[config.mk]
export PLATFORM = sky130hd
export DESIGN_NAME = scan_report_dedup_table
export DESIGN_NICKNAME = d
export VERILOG_FILES = /design/src/rtl/sdt_pkg.sv /design/src/rtl/sdt_cell.sv /design/src/rtl/scan_report_dedup_table.sv
export SDC_FILE = /design/constraint.sdc
export NUM_CORES = 2
export LEC_CHECK = 0
export ABC_AREA = 0
export BUFFER_PORTS_ARGS = -buffer_cell sky130_fd_sc_hd__buf_4
export CAP_MARGIN = 5
export CORE_ASPECT_RATIO = 1.2
export CORE_MARGIN = 4
export CORE_UTILIZATION = 44
export CTS_CLUSTER_DIAMETER = 80
export DETAILED_ROUTE_END_ITERATION = 8
export GPL_ROUTABILITY_DRIVEN = 0
export PLACE_DENSITY = 0.6
export SKIP_LAST_GASP = 1
export SYNTH_ARGS = -nofsm -noshare
export SYNTH_HDL_FRONTEND = slang
export SYNTH_SLANG_ARGS = --single-unit
[constraint.sdc]
create_clock -name clk -period 61 [get_ports clk]
set_input_delay 6.1 -clock clk [delete_from_list [all_inputs] [get_ports clk]]
set_output_delay 6.1 -clock clk [all_outputs]
set_load 0.02 [all_outputs]
[src/rtl/sdt_pkg.sv]
// sdt_pkg: shared types, widths and helpers for the scan report dedup table.
// Used by sdt_cell and scan_report_dedup_table; depends on nothing.
package sdt_pkg;

  // fixed field widths and the default table depth
  localparam int ADDR_W           = 48;
  localparam int BYTE_W           = 8;
  localparam int PHY_W            = 16;
  localparam int SLOT_OUT_W       = 4;
  localparam int COUNT_OUT_W      = 5;
  localparam int DEF_TABLE_DEPTH  = 16;

  // item kind
  typedef enum logic {
    MODE_REPORT = 1'b0,
    MODE_CLEAR  = 1'b1
  } mode_t;

  // word that walks down the cell row
  typedef struct packed {
    mode_t               mode;
    logic [ADDR_W-1:0]   key;
    logic [BYTE_W-1:0]   strength;
    logic [BYTE_W-1:0]   kind;
    logic [PHY_W-1:0]    phy;
  } item_t;

  // search status carried along with the word
  typedef struct packed {
    logic found;
    logic written;
  } status_t;

  // received byte 0 ends up in bits 47..40
  function automatic logic [ADDR_W-1:0] reverse_bytes48(input logic [ADDR_W-1:0] a);
    logic [ADDR_W-1:0] r;
    r = '0;
    for (int b = 0; b < ADDR_W / BYTE_W; b++) begin
      r[BYTE_W*(ADDR_W/BYTE_W-1-b) +: BYTE_W] = a[BYTE_W*b +: BYTE_W];
    end
    return r;
  endfunction

endpackage

[src/rtl/sdt_cell.sv]
// sdt_cell: one table entry plus the pipeline register that hands the word on.
// Depends on sdt_pkg.
module sdt_cell #(
  parameter int TABLE_DEPTH = sdt_pkg::DEF_TABLE_DEPTH,
  parameter int IDX         = 0,
  localparam int CNT_W      = $clog2(TABLE_DEPTH + 1),
  localparam int SLOT_W     = (TABLE_DEPTH > 2) ? $clog2(TABLE_DEPTH) : 1
) (
  input  logic                clk,
  input  logic                rst,
  input  logic                advance,
  input  logic [CNT_W-1:0]    count,
  input  logic                in_vld,
  input  sdt_pkg::item_t      in_item,
  input  sdt_pkg::status_t    in_st,
  input  logic [SLOT_W-1:0]   in_slot,
  output logic                out_vld,
  output sdt_pkg::item_t      out_item,
  output sdt_pkg::status_t    out_st,
  output logic [SLOT_W-1:0]   out_slot
);

  // entry contents, meaningful only below count
  logic [sdt_pkg::ADDR_W-1:0] entry_addr;
  logic [sdt_pkg::BYTE_W-1:0] entry_strength;
  logic [sdt_pkg::BYTE_W-1:0] entry_kind;
  logic [sdt_pkg::PHY_W-1:0]  entry_phy;

  logic              is_report;
  logic              hit;
  logic              put;
  sdt_pkg::status_t  st_next;
  logic [SLOT_W-1:0] slot_next;

  // compare against a live entry, or claim the first free one
  always_comb begin
    is_report = in_vld && (in_item.mode == sdt_pkg::MODE_REPORT);
    hit = is_report && !in_st.found && !in_st.written
          && (CNT_W'(IDX) < count) && (entry_addr == in_item.key);
    put = is_report && !in_st.found && (CNT_W'(IDX) == count);
    st_next.found   = in_st.found | hit;
    st_next.written = in_st.written | put;
    slot_next = (hit || put) ? SLOT_W'(IDX) : in_slot;
  end

  // word register
  always_ff @(posedge clk) begin
    if (rst) begin
      out_vld <= 1'b0;
    end else if (advance) begin
      out_vld <= in_vld;
    end
  end

  always_ff @(posedge clk) begin
    if (advance) begin
      out_item <= in_item;
      out_st   <= st_next;
      out_slot <= slot_next;
    end
  end

  // entry write
  always_ff @(posedge clk) begin
    if (advance && put) begin
      entry_addr     <= in_item.key;
      entry_strength <= in_item.strength;
      entry_kind     <= in_item.kind;
      entry_phy      <= in_item.phy;
    end
  end

endmodule

[src/rtl/scan_report_dedup_table.sv]
// scan_report_dedup_table: insert-if-absent table of advertising addresses.
// Depends on sdt_pkg and sdt_cell.
//
// Input channel (in_valid / in_stall) takes one word per item: mode selects
// a report or a clear. A report's byte-reversed address is checked against
// the live entries; an unknown address is appended, a known one is reported
// with its slot, and a new address at a full table is dropped with
// dropped_full set. A clear empties the table.
// The word walks a row of TABLE_DEPTH cells, each cell holding one entry,
// one cell per cycle while the row is not held. The next item is taken
// only after the word leaves the row; the row carries one item at a time.
// Output channel (out_valid / out_stall) holds the result in a register; a
// stalled result stays put, and a word that reaches the end of the row waits
// in the last cell until the register is free.
// Reset empties the table and the row; entries are not cleared.
module scan_report_dedup_table #(
  parameter int TABLE_DEPTH = sdt_pkg::DEF_TABLE_DEPTH
) (
  input  logic                                  clk,
  input  logic                                  rst,
  input  logic                                  in_valid,
  output logic                                  in_stall,
  input  logic                                  mode,
  input  logic [sdt_pkg::ADDR_W-1:0]            device_address,
  input  logic signed [sdt_pkg::BYTE_W-1:0]     signal_strength,
  input  logic [sdt_pkg::BYTE_W-1:0]            addr_kind,
  input  logic [sdt_pkg::BYTE_W-1:0]            first_phy,
  input  logic [sdt_pkg::BYTE_W-1:0]            second_phy,
  output logic                                  out_valid,
  input  logic                                  out_stall,
  output logic                                  is_new,
  output logic                                  dropped_full,
  output logic [sdt_pkg::SLOT_OUT_W-1:0]        slot,
  output logic [sdt_pkg::COUNT_OUT_W-1:0]       entry_count
);

  localparam int CNT_W  = $clog2(TABLE_DEPTH + 1);
  localparam int SLOT_W = (TABLE_DEPTH > 2) ? $clog2(TABLE_DEPTH) : 1;

  logic                 busy;
  logic [CNT_W-1:0]     count;
  logic [CNT_W-1:0]     count_next;
  logic                 accept;
  logic                 advance;
  logic                 retire;
  sdt_pkg::item_t       head_item;

  // row links, index k is the input of cell k
  logic                 link_vld  [TABLE_DEPTH+1];
  sdt_pkg::item_t       link_item [TABLE_DEPTH+1];
  sdt_pkg::status_t     link_st   [TABLE_DEPTH+1];
  logic [SLOT_W-1:0]    link_slot [TABLE_DEPTH+1];

  // input side
  assign in_stall = busy;
  assign accept   = in_valid && !busy;

  always_comb begin
    head_item.mode     = sdt_pkg::mode_t'(mode);
    head_item.key      = sdt_pkg::reverse_bytes48(device_address);
    head_item.strength = signal_strength;
    head_item.kind     = addr_kind;
    head_item.phy      = {second_phy, first_phy};
  end

  assign link_vld[0]  = accept;
  assign link_item[0] = head_item;
  assign link_st[0]   = '0;
  assign link_slot[0] = '0;

  // the row holds only while its last cell waits on a stalled result
  assign advance = !(link_vld[TABLE_DEPTH] && out_valid && out_stall);
  assign retire  = link_vld[TABLE_DEPTH] && advance;

  // cell row
  for (genvar k = 0; k < TABLE_DEPTH; k++) begin : g_cell
    sdt_cell #(
      .TABLE_DEPTH (TABLE_DEPTH),
      .IDX         (k)
    ) u_cell (
      .clk      (clk),
      .rst      (rst),
      .advance  (advance),
      .count    (count),
      .in_vld   (link_vld[k]),
      .in_item  (link_item[k]),
      .in_st    (link_st[k]),
      .in_slot  (link_slot[k]),
      .out_vld  (link_vld[k+1]),
      .out_item (link_item[k+1]),
      .out_st   (link_st[k+1]),
      .out_slot (link_slot[k+1])
    );
  end

  // fill count after the retiring item
  always_comb begin
    count_next = count;
    if (link_item[TABLE_DEPTH].mode == sdt_pkg::MODE_CLEAR) begin
      count_next = '0;
    end else if (link_st[TABLE_DEPTH].written) begin
      count_next = count + CNT_W'(1);
    end
  end

  // busy from accept until the word leaves the row
  always_ff @(posedge clk) begin
    if (rst) begin
      busy  <= 1'b0;
      count <= '0;
    end else begin
      if (accept) begin
        busy <= 1'b1;
      end else if (retire) begin
        busy <= 1'b0;
      end
      if (retire) begin
        count <= count_next;
      end
    end
  end

  // result register
  always_ff @(posedge clk) begin
    if (rst) begin
      out_valid <= 1'b0;
    end else if (retire) begin
      out_valid <= 1'b1;
    end else if (!out_stall) begin
      out_valid <= 1'b0;
    end
  end

  always_ff @(posedge clk) begin
    if (retire) begin
      is_new       <= link_st[TABLE_DEPTH].written;
      dropped_full <= (link_item[TABLE_DEPTH].mode == sdt_pkg::MODE_REPORT)
                      && !link_st[TABLE_DEPTH].found && !link_st[TABLE_DEPTH].written;
      slot         <= sdt_pkg::SLOT_OUT_W'(link_slot[TABLE_DEPTH]);
      entry_count  <= sdt_pkg::COUNT_OUT_W'(count_next);
    end
  end

  // checks
  a_new_xor_drop: assert property (@(posedge clk) disable iff (rst)
    out_valid |-> !(is_new && dropped_full))
    else $error("new and dropped reported together");

  a_count_bound: assert property (@(posedge clk) disable iff (rst)
    count <= CNT_W'(TABLE_DEPTH))
    else $error("fill count above table depth");

  a_drop_full: assert property (@(posedge clk) disable iff (rst)
    retire && !link_st[TABLE_DEPTH].found && !link_st[TABLE_DEPTH].written
    && (link_item[TABLE_DEPTH].mode == sdt_pkg::MODE_REPORT)
    |-> count == CNT_W'(TABLE_DEPTH))
    else $error("report dropped while table not full");

  a_single_word: assert property (@(posedge clk) disable iff (rst)
    accept |=> busy && !accept)
    else $error("second word entered the row");

endmodule
==> flow_metrics.py <==
metrics = {
    "status": {
        "status": "completed",
    },
    "floorplan": {
        "rows": 146,
        "dieArea_um2": 139000,
        "initial_utilization_pct": 44.3,
        "dieWidth_um": 341,
        "die_h_um": 407,
        "core_um2": 132000,
        "ios": 98,
    },
    "synth": {
        "synth_cells": 2953,
        "synth.avg_cell_area_um2": 19.8,
        "synth_most_common_cell": "edfxtp_1",
        "synth_top_area_share_pct": 82.1,
        "synthesis.area_um2": 58400,
        "yosysSeqAreaShare_pct": 82.9,
        "ys_ff_latch": 1619,
        "synth-main-ff-cell": "edfxtp_1",
        "synth-edff-count": 1596,
        "synthArstFlopShare_pct": 0,
        "synth.area.top_cells": "edfxtp_1 82%, xor2_1 5.9%, xnor2_1 5.5%",
        "yosysTopAreaCell": "edfxtp_1",
        "ys_types": 54,
        "synth-warning-count": 0,
        "synth_nets": 3041,
        "netlist_top_cells_count": "1,596 x edfxtp_1, 390 x xor2_1, 364 x xnor2_1",
    },
    "placement": {
        "dp_hpwl_um": 80900,
        "place_area_um2": 61400,
        "portBuffers": 65,
    },
    "clock_network": {
        "cts_root_buffer": "clkbuf_16",
        "cts_tree": "done",
        "hold_buffers": 0,
        "htree_levels": 4,
        "clkLatencyLatePin_ps": 760,
        "clock_path_buffers": 3,
        "cts-buffers-inserted": 157,
        "post-cts-setup-buffers": 0,
        "clk_pin_slew_worst_paths_ps": 60,
        "cts_resized": 0,
        "cts.sinks": 1619,
    },
    "drt": {
        "wire_per_inst_um": 22.4,
        "ant_nets": 0,
        "dr.pass1.iters": 5,
        "drcViolationCount": 0,
        "via_count": 25200,
        "drtIter0Drc": 1742,
        "wl_um": 114000,
        "via_per_inst": 4.95,
    },
    "global_route": {
        "grt_pass1_wl_um": 170000,
        "antenna_found_initial": 0,
        "grt-ovfl-total": 0,
        "grt_max_degree": 185,
        "grt_pass1_vias": 26800,
        "grt_usage_pct": 16.5,
    },
    "power_and_ir_drop": {
        "pwr-share-seq_pct": 56.5,
        "p_int_mw": 1.83,
        "clockPowerShare_pct": 42.1,
        "p_sw_mw": 0.449,
        "irDropWorstVdd_v": 0.0000232,
        "switching_share_pct": 19.7,
        "p_leak_nw": 22.3,
        "comb_power_share_pct": 1.4,
        "power.density_nw_per_um2": 34.2,
    },
    "critical_path": {
        "required_ps": 61370,
        "max_stage_delay_ps": 1000,
        "cp.arrival_ps": 10570,
        "path_cells": "buf_4 -> and3_2 -> buf_4 -> inv_8 -> buf_4 -> buf_4 -> buf_12",
        "worst-path-max-fanout": 165,
        "critPathLaunchType": "input pin",
        "cpMostUsedCell": "buf_4",
        "critPathKind": "input pin to flip-flop",
        "critPathSlowestCell": "buf_4",
        "worstSetupEndpointType": "flip-flop",
    },
    "timing": {
        "relSlewSlack_pct": 11.1,
        "max_clock_freq_ghz": 0.0981,
        "fin_crit_sh_pct": 16.7,
        "rsz0062_at_grt": "no",
        "maxSlewViolCount": 0,
        "min_period_ps": 10190,
        "fin_skew_ps": 25.7,
        "finalSetupViolations": 0,
        "hold_viol": 0,
        "setup_tns_ps": 0,
        "tightest_slew_ps": 1320,
    },
    "cells_and_area": {
        "drive_gt1_share_pct": 9.99,
        "antenna_cells": 0,
        "area_growth_syn_to_layout_pct": 13.9,
        "design_area_um2": 66500,
        "layout.nets": 3280,
        "nFillCells": 10600,
    },
    "worst_hold_path": {
        "hold_class": "flip-flop to flip-flop",
    },
    "job": {
        "cap_violations": 0,
    },
}
## worst max-delay path: cells and delay by family
kind	cells	cell delay [ps]
buf+inv	6	3680
simple gates	1	190
## layout by cell type, fill, tap and decap left out, types with 16 or more instances in the layout
cell type / netlist / layout
nand2b_1: 38 / 38
nand2_1: 54 / 54
xor2_1: 390 / 390
clkinv_1: 1 / 38
clkbuf_1: 10 / 39
nor2_1: 33 / 18
buf_4: 0 / 90
edfxtp_1: 1596 / 1596
dfxtp_1: 23 / 23
inv_1: 24 / 23
nand4_1: 115 / 115
and2_1: 18 / 17
nor4_1: 117 / 117
a21oi_1: 27 / 27
clkinv_2: 0 / 22
xnor2_1: 364 / 364
nor3b_1: 16 / 16
clkbuf_16: 0 / 163
nand3_1: 26 / 26
## flip-flops by register name, indices dropped and copies added, names as in the netlist, 4 cells and up
signal	count
g_cell.u_cell.entry_addr	768
count	5
slot	4
g_cell.u_cell.out_vld	16
g_cell.u_cell.out_item	736
g_cell.u_cell.out_st	32
g_cell.u_cell.out_slot	49
entry_count	5
## per-stage QoR
step | hold slack, ps | setup slack (ps) | instances | utilization, % | power, mW
floorplan | 400 | 29050 | 2953 | - | 1.31
global placement | 407 | 50140 | 4808 | 46.5 | 1.34
detailed placement | 405 | 50050 | 4809 | 46.5 | 1.34
CTS | 422 | 50890 | 5098 | 50.4 | 2.30
global route | 428 | 50550 | 5098 | 50.4 | 2.35
finish | 423 | 50810 | 5098 | 50.4 | 2.27
## layer usage
| layer | up-vias | wire length [um] | global-route usage (%) |
|---|---|---|---|
| met5 | - | 0 | 0 |
| met4 | 0 | 3700 | 5.93 |
| met3 | 174 | 3390 | 2.72 |
| met2 | 432 | 67200 | 33.2 |
| met1 | 12900 | 40100 | 17.1 |
| li1 | 11800 | - | - |
## final timing paths
kind,startpoint,endpoint,slack [ps],cells after the start
max,out_stall,g_cell[5].u_cell.out_item[75]$_DFFE_PN_,50810,7
min,g_cell[15].u_cell.out_slot[2]$_SDFFCE_PP1N_,slot[2]$_DFFE_PP_,420,0
max reg2reg,out_valid$_SDFFE_PP0P_,g_cell[5].u_cell.out_item[75]$_DFFE_PN_,55960,6
min reg2reg,g_cell[15].u_cell.out_slot[2]$_SDFFCE_PP1N_,slot[2]$_DFFE_PP_,420,0
## final cells by class
class | count | area [um2] | area share, %
Inverter | 26 | 105 | 0.158
Clock inverter | 85 | 876 | 1.32
Sequential cell | 1619 | 48400 | 72.7
Timing Repair Buffer | 94 | 741 | 1.11
Clock buffer | 204 | 4250 | 6.39
Multi-Input combinational cell | 1294 | 9930 | 14.9
Tap cell | 1776 | 2220 | 3.34
## power by group through the flow
stage | sequential [mW] | clock, mW | combinational (mW)
after detailed placement | 1.31 | 0 | 0.0326
after floorplan | 1.29 | 0 | 0.0227
final | 1.28 | 0.958 | 0.0323
after global routing | 1.29 | 1.03 | 0.0357
after CTS | 1.29 | 0.980 | 0.0330
after global placement | 1.31 | 0 | 0.0322
## kinds of logic after synthesis
kind of cell             Yosys count  share of synthesized area, %
multiplexers                       1                        0.0171
AND/OR/NAND/NOR                  472                          4.69
AO/OA/AOI/OAI                     64                         0.733
XOR/XNOR                         754                          11.3
flip-flops                      1619                          82.9
buffers and inverters             40                         0.300
adder cells (fa/ha/maj)            3                        0.0643
(Power assumes the default switching activity.)
